## src/sv/ceg_pkg.sv

```systemverilog
// Shared types and constants for the coincidence event gate.
// Used by every module of the block; depends on nothing.
`default_nettype none

package ceg_pkg;

  // Default number of coincidence slots
  localparam int CEG_SLOTS = 16;
  // Depth of the queue between front and back
  localparam int CEG_QDEPTH = 2;

  localparam int CEG_CFG_IDX_W = 3;
  localparam int CEG_CFG_DATA_W = 32;

  // Raw input kinds
  localparam logic [1:0] KIND_TRIG = 2'd1;
  localparam logic [1:0] KIND_BLOCK = 2'd2;

  // Result outcomes
  localparam logic OUT_PASS = 1'b0;
  localparam logic OUT_FILT = 1'b1;

  typedef enum logic [CEG_CFG_IDX_W-1:0] {
    CFG_TARGET = 3'd0,
    CFG_WINDOW = 3'd1,
    CFG_BLOCKOUT = 3'd2,
    CFG_SYNC = 3'd3,
    CFG_NEEDED = 3'd4
  } ceg_cfg_idx_e;

  // Classified operation handed from front to back
  typedef enum logic [1:0] {
    OP_TICK = 2'd0,
    OP_TRIG = 2'd1,
    OP_BLOCK = 2'd2
  } ceg_op_e;

  typedef enum logic [2:0] {
    ST_IDLE,
    ST_CHECK,
    ST_SCAN,
    ST_DECIDE,
    ST_EMIT0,
    ST_EMIT1
  } ceg_state_e;

  typedef struct packed {
    logic [1:0] kind;
    logic [3:0] slot;
    logic [15:0] event_code;
    logic [63:0] stamp;
    logic [31:0] now;
  } ceg_in_t;

  typedef struct packed {
    logic outcome;
    logic [63:0] out_stamp;
    logic [4:0] match_count;
    logic [31:0] blocked_total;
    logic last;
  } ceg_out_t;

  typedef struct packed {
    logic [15:0] target_code;
    logic [31:0] window_ticks;
    logic [31:0] blockout_ticks;
    logic [31:0] sync_ticks;
    logic [4:0] needed_slots;
  } ceg_cfg_t;

  typedef struct packed {
    ceg_op_e op;
    logic [3:0] slot;
    logic [63:0] stamp;
    logic [31:0] now;
  } ceg_item_t;

endpackage

`default_nettype wire

```

## src/sv/coincidence_event_gate.sv

```systemverilog
// Coincidence event gate: top level with configuration registers.
// Instantiates ceg_front, ceg_queue and ceg_back; needs ceg_pkg.
//
// Usage:
//   Input channel (in_valid_i/in_ready_o/in_data_i) takes one beat per tick,
//   trigger-port event or blocking-port event; every beat carries the time.
//   Output channel (out_valid_o/out_ready_i/out_data_o) delivers zero, one
//   or two results per input beat; last marks the final one of a beat.
//   Configuration: cfg_we_i writes cfg_wdata_i into register cfg_idx_i in
//   the same cycle; write only while the block is idle.
// Sequencing:
//   A trigger event with no detection pending runs a scan in the back end
//   that reads one slot time a cycle from the slot-time memory; ticks and
//   blocking events skip the scan. A two-entry queue lets the front accept
//   beats while the back end is busy with one operation at a time.
// Reset: all slots unseen, gate open, nothing pending, blocked count zero,
//   registers at their defaults. No clearing pass is needed.
// Stall: a waiting result is held in the output register; the back end
//   waits on it and the queue then fills until in_ready_o drops.
`default_nettype none

module coincidence_event_gate import ceg_pkg::*; #(
  parameter int SLOTS = CEG_SLOTS
) (
  input  wire logic                      clk_i,
  input  wire logic                      rst_ni,
  input  wire logic                      in_valid_i,
  output logic                           in_ready_o,
  input  wire ceg_in_t                   in_data_i,
  output logic                           out_valid_o,
  input  wire logic                      out_ready_i,
  output ceg_out_t                       out_data_o,
  input  wire logic                      cfg_we_i,
  input  wire logic [CEG_CFG_IDX_W-1:0]  cfg_idx_i,
  input  wire logic [CEG_CFG_DATA_W-1:0] cfg_wdata_i
);

  ceg_cfg_t cfg_q;
  logic push, q_full, q_vld, q_pop;
  ceg_item_t push_item, q_item;

  // Configuration registers
  always_ff @(posedge clk_i or negedge rst_ni) begin
    if (!rst_ni) begin
      cfg_q.target_code <= '0;
      cfg_q.window_ticks <= 32'd1000;
      cfg_q.blockout_ticks <= '0;
      cfg_q.sync_ticks <= '0;
      cfg_q.needed_slots <= 5'd1;
    end else if (cfg_we_i) begin
      unique case (cfg_idx_i)
        CFG_TARGET:   cfg_q.target_code <= cfg_wdata_i[15:0];
        CFG_WINDOW:   cfg_q.window_ticks <= cfg_wdata_i;
        CFG_BLOCKOUT: cfg_q.blockout_ticks <= cfg_wdata_i;
        CFG_SYNC:     cfg_q.sync_ticks <= cfg_wdata_i;
        CFG_NEEDED:   cfg_q.needed_slots <= cfg_wdata_i[4:0];
        default: begin
        end
      endcase
    end
  end

  ceg_front #(.SLOTS(SLOTS)) u_front (
    .in_valid_i    (in_valid_i),
    .in_ready_o    (in_ready_o),
    .in_data_i     (in_data_i),
    .target_code_i (cfg_q.target_code),
    .q_full_i      (q_full),
    .push_o        (push),
    .item_o        (push_item)
  );

  ceg_queue u_queue (
    .clk_i  (clk_i),
    .rst_ni (rst_ni),
    .push_i (push),
    .item_i (push_item),
    .full_o (q_full),
    .vld_o  (q_vld),
    .pop_i  (q_pop),
    .item_o (q_item)
  );

  ceg_back #(.SLOTS(SLOTS)) u_back (
    .clk_i       (clk_i),
    .rst_ni      (rst_ni),
    .cfg_i       (cfg_q),
    .q_vld_i     (q_vld),
    .q_item_i    (q_item),
    .q_pop_o     (q_pop),
    .out_valid_o (out_valid_o),
    .out_ready_i (out_ready_i),
    .out_data_o  (out_data_o)
  );

endmodule

`default_nettype wire

```

## src/sv/ceg_front.sv

```systemverilog
// Front end: accepts input beats and classifies them into operations.
// Depends on ceg_pkg.
`default_nettype none

module ceg_front import ceg_pkg::*; #(
  parameter int SLOTS = CEG_SLOTS
) (
  input  wire logic      in_valid_i,
  output logic           in_ready_o,
  input  wire ceg_in_t   in_data_i,
  input  wire logic [15:0] target_code_i,
  input  wire logic      q_full_i,
  output logic           push_o,
  output ceg_item_t      item_o
);

  logic match;

  // Accept while the queue has room
  assign in_ready_o = !q_full_i;
  assign push_o = in_valid_i && !q_full_i;

  // Target code on an existing slot
  assign match = (in_data_i.event_code == target_code_i) &&
                 (32'(in_data_i.slot) < 32'(SLOTS));

  // Classify; anything that is not a matching event only advances time
  always_comb begin
    item_o.slot = in_data_i.slot;
    item_o.stamp = in_data_i.stamp;
    item_o.now = in_data_i.now;
    if (match && in_data_i.kind == KIND_TRIG) begin
      item_o.op = OP_TRIG;
    end else if (match && in_data_i.kind == KIND_BLOCK) begin
      item_o.op = OP_BLOCK;
    end else begin
      item_o.op = OP_TICK;
    end
  end

endmodule

`default_nettype wire

```

## src/sv/ceg_queue.sv

```systemverilog
// Short FIFO of classified operations between front and back.
// Depends on ceg_pkg.
`default_nettype none

module ceg_queue import ceg_pkg::*; (
  input  wire logic      clk_i,
  input  wire logic      rst_ni,
  input  wire logic      push_i,
  input  wire ceg_item_t item_i,
  output logic           full_o,
  output logic           vld_o,
  input  wire logic      pop_i,
  output ceg_item_t      item_o
);

  localparam int PTR_W = (CEG_QDEPTH > 1) ? $clog2(CEG_QDEPTH) : 1;
  localparam int CNT_W = $clog2(CEG_QDEPTH + 1);

  ceg_item_t mem_q [CEG_QDEPTH];
  logic [PTR_W-1:0] wr_ptr_q, rd_ptr_q;
  logic [CNT_W-1:0] cnt_q;

  assign full_o = (cnt_q == CNT_W'(CEG_QDEPTH));
  assign vld_o = (cnt_q != '0);
  assign item_o = mem_q[rd_ptr_q];

  // Advance pointers and fill count
  always_ff @(posedge clk_i or negedge rst_ni) begin
    if (!rst_ni) begin
      wr_ptr_q <= '0;
      rd_ptr_q <= '0;
      cnt_q <= '0;
    end else begin
      if (push_i) begin
        wr_ptr_q <= (32'(wr_ptr_q) == CEG_QDEPTH - 1) ? '0 : wr_ptr_q + PTR_W'(1);
      end
      if (pop_i) begin
        rd_ptr_q <= (32'(rd_ptr_q) == CEG_QDEPTH - 1) ? '0 : rd_ptr_q + PTR_W'(1);
      end
      if (push_i && !pop_i) begin
        cnt_q <= cnt_q + CNT_W'(1);
      end else if (pop_i && !push_i) begin
        cnt_q <= cnt_q - CNT_W'(1);
      end
    end
  end

  // Store entries
  always_ff @(posedge clk_i) begin
    if (push_i) begin
      mem_q[wr_ptr_q] <= item_i;
    end
  end

endmodule

`default_nettype wire

```

## src/sv/ceg_back.sv

```systemverilog
// Back end: sequencer that applies one operation at a time, scans the
// slot times for coincidences and drives the result register. Needs ceg_pkg.
`default_nettype none

module ceg_back import ceg_pkg::*; #(
  parameter int SLOTS = CEG_SLOTS
) (
  input  wire logic      clk_i,
  input  wire logic      rst_ni,
  input  wire ceg_cfg_t  cfg_i,
  input  wire logic      q_vld_i,
  input  wire ceg_item_t q_item_i,
  output logic           q_pop_o,
  output logic           out_valid_o,
  input  wire logic      out_ready_i,
  output ceg_out_t       out_data_o
);

  localparam int SLOT_W = (SLOTS > 1) ? $clog2(SLOTS) : 1;
  localparam int IDX_W = $clog2(SLOTS + 1);
  localparam int CNT_W = $clog2(SLOTS + 1);

  ceg_state_e state_q, state_d;
  ceg_item_t cur_q;

  logic pend_q;
  logic [31:0] pend_start_q;
  logic [63:0] pend_stamp_q;
  logic [4:0] pend_count_q;
  logic gate_armed_q;
  logic [31:0] gate_time_q;
  logic [31:0] blocked_q;

  logic exp_vld_q, res2_vld_q;
  ceg_out_t exp_res_q, res2_q;

  logic [SLOTS-1:0] seen_q;
  logic [31:0] slot_time_mem [SLOTS];
  logic [IDX_W-1:0] scan_idx_q;
  logic rd_vld_q, rd_seen_q;
  logic [31:0] rd_time_q;
  logic [CNT_W-1:0] cnt_q;

  logic out_vld_q;
  ceg_out_t out_q;

  logic [SLOT_W-1:0] slot_idx;
  logic exp_hit, pend_eff, is_trig, is_blk, in_window, gate_hit, det, scan_done;
  logic out_free, ld_exp, ld_res2, mem_we, scan_rd;
  logic [31:0] blk_inc;
  logic [4:0] cnt5;

  assign slot_idx = SLOT_W'(cur_q.slot);
  assign is_trig = (cur_q.op == OP_TRIG);
  assign is_blk = (cur_q.op == OP_BLOCK);
  assign exp_hit = pend_q && ((cur_q.now - pend_start_q) >= cfg_i.sync_ticks);
  assign pend_eff = pend_q && !exp_hit;
  assign in_window = rd_seen_q && ((cur_q.now - rd_time_q) < cfg_i.window_ticks);
  assign gate_hit = gate_armed_q && ((cur_q.now - gate_time_q) <= cfg_i.blockout_ticks);
  assign det = (32'(cnt_q) >= 32'(cfg_i.needed_slots));
  assign scan_done = (scan_idx_q == IDX_W'(SLOTS));
  assign blk_inc = (blocked_q == '1) ? blocked_q : blocked_q + 32'd1;
  assign cnt5 = 5'(cnt_q);
  assign out_free = !out_vld_q || out_ready_i;

  assign out_valid_o = out_vld_q;
  assign out_data_o = out_q;

  // Next state
  always_comb begin
    state_d = state_q;
    unique case (state_q)
      ST_IDLE:   if (q_vld_i) state_d = ST_CHECK;
      ST_CHECK:  state_d = (!pend_eff && is_trig) ? ST_SCAN : ST_EMIT0;
      ST_SCAN:   if (scan_done) state_d = ST_DECIDE;
      ST_DECIDE: state_d = ST_EMIT0;
      ST_EMIT0:  if (!exp_vld_q || out_free) state_d = ST_EMIT1;
      ST_EMIT1:  if (!res2_vld_q || out_free) state_d = ST_IDLE;
      default:   state_d = ST_IDLE;
    endcase
  end

  // Control strobes
  always_comb begin
    q_pop_o = (state_q == ST_IDLE) && q_vld_i;
    mem_we = (state_q == ST_CHECK) && !pend_eff && is_trig;
    scan_rd = (state_q == ST_SCAN) && !scan_done;
    ld_exp = (state_q == ST_EMIT0) && exp_vld_q && out_free;
    ld_res2 = (state_q == ST_EMIT1) && res2_vld_q && out_free;
  end

  // Sequencer state, gate and pending detection
  always_ff @(posedge clk_i or negedge rst_ni) begin
    if (!rst_ni) begin
      state_q <= ST_IDLE;
      pend_q <= 1'b0;
      gate_armed_q <= 1'b0;
      blocked_q <= '0;
      exp_vld_q <= 1'b0;
      res2_vld_q <= 1'b0;
      seen_q <= '0;
      scan_idx_q <= '0;
      rd_vld_q <= 1'b0;
      cnt_q <= '0;
      out_vld_q <= 1'b0;
    end else begin
      state_q <= state_d;

      unique case (state_q)
        ST_CHECK: begin
          // Expire a pending detection first, then apply the operation
          exp_vld_q <= exp_hit;
          res2_vld_q <= pend_eff && is_blk;
          if (exp_hit) pend_q <= 1'b0;
          if (pend_eff) begin
            if (is_blk) begin
              pend_q <= 1'b0;
              blocked_q <= blk_inc;
              gate_armed_q <= 1'b1;
            end
          end else if (is_trig) begin
            seen_q[slot_idx] <= 1'b1;
            cnt_q <= '0;
            scan_idx_q <= '0;
            rd_vld_q <= 1'b0;
          end else if (is_blk) begin
            gate_armed_q <= 1'b1;
          end
        end
        ST_SCAN: begin
          // Read one slot a cycle; tally the previous read
          rd_vld_q <= scan_rd;
          if (scan_rd) begin
            rd_seen_q <= seen_q[scan_idx_q[SLOT_W-1:0]];
            scan_idx_q <= scan_idx_q + IDX_W'(1);
          end
          if (rd_vld_q && in_window) cnt_q <= cnt_q + CNT_W'(1);
        end
        ST_DECIDE: begin
          if (det) begin
            if (gate_hit) begin
              blocked_q <= blk_inc;
              res2_vld_q <= 1'b1;
            end else if (cfg_i.sync_ticks == '0) begin
              res2_vld_q <= 1'b1;
            end else begin
              pend_q <= 1'b1;
            end
          end
        end
        default: begin
        end
      endcase

      // Output register
      if (ld_exp || ld_res2) begin
        out_vld_q <= 1'b1;
      end else if (out_ready_i) begin
        out_vld_q <= 1'b0;
      end
    end
  end

  // Payload registers
  always_ff @(posedge clk_i) begin
    if (q_pop_o) cur_q <= q_item_i;
    if (state_q == ST_CHECK) begin
      exp_res_q <= '{outcome: OUT_PASS, out_stamp: pend_stamp_q,
                     match_count: pend_count_q, blocked_total: blocked_q,
                     last: 1'b0};
      if (pend_eff && is_blk) begin
        gate_time_q <= cur_q.now;
        res2_q <= '{outcome: OUT_FILT, out_stamp: pend_stamp_q,
                    match_count: pend_count_q, blocked_total: blk_inc,
                    last: 1'b1};
      end else if (!pend_eff && is_blk) begin
        gate_time_q <= cur_q.now;
      end
    end
    if (state_q == ST_DECIDE && det) begin
      if (gate_hit) begin
        res2_q <= '{outcome: OUT_FILT, out_stamp: cur_q.stamp,
                    match_count: cnt5, blocked_total: blk_inc, last: 1'b1};
      end else begin
        res2_q <= '{outcome: OUT_PASS, out_stamp: cur_q.stamp,
                    match_count: cnt5, blocked_total: blocked_q, last: 1'b1};
      end
      pend_start_q <= cur_q.now;
      pend_stamp_q <= cur_q.stamp;
      pend_count_q <= cnt5;
    end
    if (ld_exp) begin
      // Expired detection is the final beat unless a second result follows
      out_q <= '{outcome: exp_res_q.outcome, out_stamp: exp_res_q.out_stamp,
                 match_count: exp_res_q.match_count,
                 blocked_total: exp_res_q.blocked_total, last: !res2_vld_q};
    end else if (ld_res2) begin
      out_q <= res2_q;
    end
  end

  // Slot arrival times
  always_ff @(posedge clk_i) begin
    if (mem_we) slot_time_mem[slot_idx] <= cur_q.now;
    if (scan_rd) rd_time_q <= slot_time_mem[scan_idx_q[SLOT_W-1:0]];
  end

endmodule

`default_nettype wire

```

## config.mk

```make
export PLATFORM = sky130hd
export DESIGN_NAME = coincidence_event_gate
export DESIGN_NICKNAME = d
export VERILOG_FILES = /design/src/sv/ceg_pkg.sv /design/src/sv/coincidence_event_gate.sv /design/src/sv/ceg_front.sv /design/src/sv/ceg_queue.sv /design/src/sv/ceg_back.sv
export SDC_FILE = /design/constraint.sdc
export NUM_CORES = 2
export LEC_CHECK = 0
export BUFFER_PORTS_ARGS = -buffer_cell sky130_fd_sc_hd__buf_2
export CORE_ASPECT_RATIO = 0.9
export CORE_MARGIN = 2
export CORE_UTILIZATION = 65
export CTS_CLUSTER_DIAMETER = 50
export DETAILED_ROUTE_END_ITERATION = 12
export GPL_TIMING_DRIVEN = 1
export PLACE_DENSITY = 0.83
export SETUP_SLACK_MARGIN = 0.4
export SYNTH_ARGS = -nofsm -noshare
export SYNTH_HDL_FRONTEND = slang
export SYNTH_SLANG_ARGS = --single-unit
```

## constraint.sdc

```tcl
create_clock -name clk_i -period 11.1 [get_ports clk_i]
set_input_delay 2.22 -clock clk_i [delete_from_list [all_inputs] [get_ports clk_i]]
set_output_delay 2.22 -clock clk_i [all_outputs]
set_load 0.005 [all_outputs]
```

==> flow_summary.yaml <==
run_status:
  status: "finished clean"
global_route:
  grt_max_degree: 87
  grt_pass1_wl_microns: 215900
  antenna_found_initial: 17
  grt_use_total_pct: 29.94
  overflow: 0
  grt_pass1_vias: 34929
logic_synthesis:
  ys_ff_latch: 1478
  synth_mux_area_share_pct: 10.21
  yosys_warnings: 0
  synth_edf_count: 1290
  synthAdderAreaFrac_pct: 4.123
  ys_types: 76
  netlist_top_cells_area: "edfxtp_1, dfrtp_1, mux4_2"
  ys_seq_area_share_pct: 70.60
  syn_nets: 4196
  synth_xor_area_share_pct: 2.348
  synthFlopType: "edfxtp_1"
  synth.most_common_cell: "edfxtp_1"
  yosysTopAreaCell: "edfxtp_1"
  synthTopCellsByCount: "edfxtp_1, nand2_1, inv_1, mux2_2, ha_1"
  synth_compound_area_share_pct: 4.487
  syn_inst: 3837
  async_flop_share_pct: 12.72
  synth_top_area_share_pct: 62.94
  synth_top_family_by_area: "multiplexers"
  synth.avg_cell_area_sq_um: 16.04
  netlist_area_sq_um: 61540
  synth_simple_gate_area_share_pct: 6.099
worst_setup_path:
  crit_buf_inv: 2
  cp-startpoint: "u_back.cur_q[0]"
  crit_required_ns: 11.45
  cp_slowest_cell: "and3_2"
  cp_cell_sequence: "inv_1 > ha_1 > inv_1 > fa_1 > a21o_1 > a221oi_2 > o31a_2 > a21oi_2 > o211a_1 > o221a_4 > o31a_1 > a221oi_2 > xnor2_1 > ha_1 > nand4_1 > nor2_1 > nand2_1 > o21a_1 > a211o_1 > nor3b_1 > and3_2"
  crit_type: "reg2reg"
  setup.worst_path.end_class: "flop"
  crit_family: "compound AO/OA/AOI/OAI gates"
  r2r_start: "u_back.cur_q[0]"
  start_kind: "flop"
  crit_fanout: 32
  max_stage_delay_ns: 1.01
  arrival_ns: 7.75
timing:
  fin_setup_tns_ns: 0
  fmax_mhz: 135.2
  finalWorstSetupSlack_ns: 3.705
  fin_skew_ns: 0.04222
  rsz0062_at_grt: "no"
  setup_viol: 0
  hold_violations: 0
  period_needed_ns: 7.395
  finalMaxSlewViolations: 0
  maxSlewHeadroom_pct: 9.566
  worst_pin_slew_ns: 1.353
  finalCritPeriodShare_pct: 66.62
drt:
  drcViolationCount: 0
  drtIter0Drc: 3966
  first_pass_iters: 6
  wirelength_microns: 145800
  vias: 34933
  drtAntennaViolNets: 0
  vias_per_cell: 6.274
  routedWlPerCell_microns: 26.18
clock_network:
  post_cts_buffers: 0
  clockRootBuffer: "clkbuf_16"
  cts_buffers: 150
  clk_pin_slew_ns: 0.06
  clk_path_buf_depth: 3
  htree_levels: 4
  cts.sinks: 1478
  cts_tree: "yes"
  hold_buffers: 0
  insertion_delay_ns: 0.77
  ctsResizeCount: 0
power:
  vdd_ir_drop_max_mv: 0.1747
  p_leak_uw: 0.02579
  p_per_area_nw_per_um2: 254.5
die:
  floorplan.die.height_microns: 295.9
  die_width_microns: 328.3
  die_area_sq_um: 97160
  initial_utilization_pct: 65.30
  ios: 263
  core_sq_um: 94250
  rows: 107
finish:
  multi_input_area_sq_um: 16950
  fill_cells: 5433
  seq_area_sq_um: 43460
  final_nets: 4548
  syn_to_final_growth_pct: 12.71
  drive_gt1_share_pct: 22.80
  final_cells: 5568
place:
  io_buffers: 262
  hpwl_microns: 85810
  dpl.cell_count: 5290
  place_congestion: 0.9091
  pre_cts_ws_ns: 3.964
min_path:
  hp-start: "u_back.pend_stamp_q[41]"
  hold_path_class: "reg2reg"
flow_run:
  max-cap-violations: 0
==> path summary, 6_finish.rpt <==
| kind | endpoint | slack [ns] | cells after the start |
|---|---|---|---|
| max | u_back.slot_time_mem[13][9] | 3.71 | 21 |
| min | u_back.exp_res_q[79] | 0.44 | 0 |
| max reg2reg | u_back.slot_time_mem[13][9] | 3.71 | 21 |
| min reg2reg | u_back.exp_res_q[79] | 0.44 | 0 |
| max in group asynchronous | cfg_q[62] | 8.18 | 2 |
| min in group asynchronous | cfg_q[107] | 1.50 | 1 |
==> cells in the final DEF, fill, tap and decap left out, types with 51 or more instances in the layout <==
master	n
a21oi_1	101
buf_2	261
o21ai_0	121
nand2_1	452
a21o_1	85
mux4_2	165
edfxtp_1	1290
buf_4	51
xor2_1	59
clkbuf_16	152
dfrtp_1	176
nor2_1	86
mux2_2	227
ha_1	198
inv_1	231
xnor2_1	106
==> cell families (layout without fill, tap and decap cells) <==
| family | after synthesis | in the layout |
|---|---|---|
| AO/OA/AOI/OAI | 430 | 430 |
| XOR/XNOR | 165 | 165 |
| adder cells (fa/ha/maj) | 201 | 201 |
| buffers and inverters | 348 | 814 |
| flip-flops | 1478 | 1478 |
| multiplexers | 393 | 393 |
| other | 0 | 12 |
| AND/OR/NAND/NOR | 822 | 822 |
==> stage by stage <==
step	instance area (sq um)	hold WS, ns	power (uW)	util [%]
after floorplan	61540	0.4196	11040	-
after global placement	64580	0.4252	12420	68.52
after detailed placement	64580	0.4302	12640	68.52
after CTS	69330	0.4420	17620	73.56
after global routing	69360	0.4524	18400	73.59
final	69360	0.4437	17650	73.59
==> report_power, final <==
| group | switching [uW] | internal, uW | total, uW | leakage [uW] |
|---|---|---|---|---|
| registers | 596 | 7390 | 7980 | 0.0142 |
| logic | 2890 | 1860 | 4750 | 0.00932 |
| clock network | 2190 | 2730 | 4920 | 0.00230 |
==> final cells by class <==
type,count,share of cell area [%]
clock buffer,182,5.689
inverter,235,1.288
timing repair buffer,313,2.455
tap,1253,2.260
sequential,1478,62.66
antenna,12,0.04329
multi-input combinational,2011,24.44
clock inverter,84,1.163
==> metal layers <==
metal  up-vias  routed length [microns]  GRT usage (%)
li1      15139                        -              -
met1     17459                    56670          41.65
met2      2003                    71190          48.10
met3       330                    12980          5.672
met4         2                     4889          10.73
met5         -                       15              0
==> worst reg2reg max path, cell delays in order, from the launching register on <==
cell      delay (ns)
edfxtp_1        0.69
inv_1           0.23
ha_1            0.20
inv_1           0.06
fa_1            0.40
a21o_1          0.20
a221oi_2        0.38
o31a_2          0.23
a21oi_2         0.08
o211a_1         0.26
o221a_4         0.27
o31a_1          0.36
a221oi_2        0.28
xnor2_1         0.09
ha_1            0.29
nand4_1         0.10
nor2_1          0.16
nand2_1         0.09
o21a_1          0.23
a211o_1         0.44
nor3b_1         0.89
and3_2          1.01
==> sequential cells by signal, indices dropped and copies added (netlist names), 5 cells and up <==
name	cells
u_back.slot_time_mem	512
cfg_q	117
u_back.exp_res_q	101
u_back.cur_q	98
u_back.scan_idx_q	5
u_back.pend_start_q	32
u_back.cnt5	5
u_back.rd_time_q	32
u_back.blocked_q	32
u_back.gate_time_q	32
u_back.seen_q	16
u_queue.mem_q	204
u_back.out_data_o	103
u_back.pend_count_q	5
u_back.res2_q	102
u_back.pend_stamp_q	64
No activity file was read; power rests on OpenSTA's default activity.
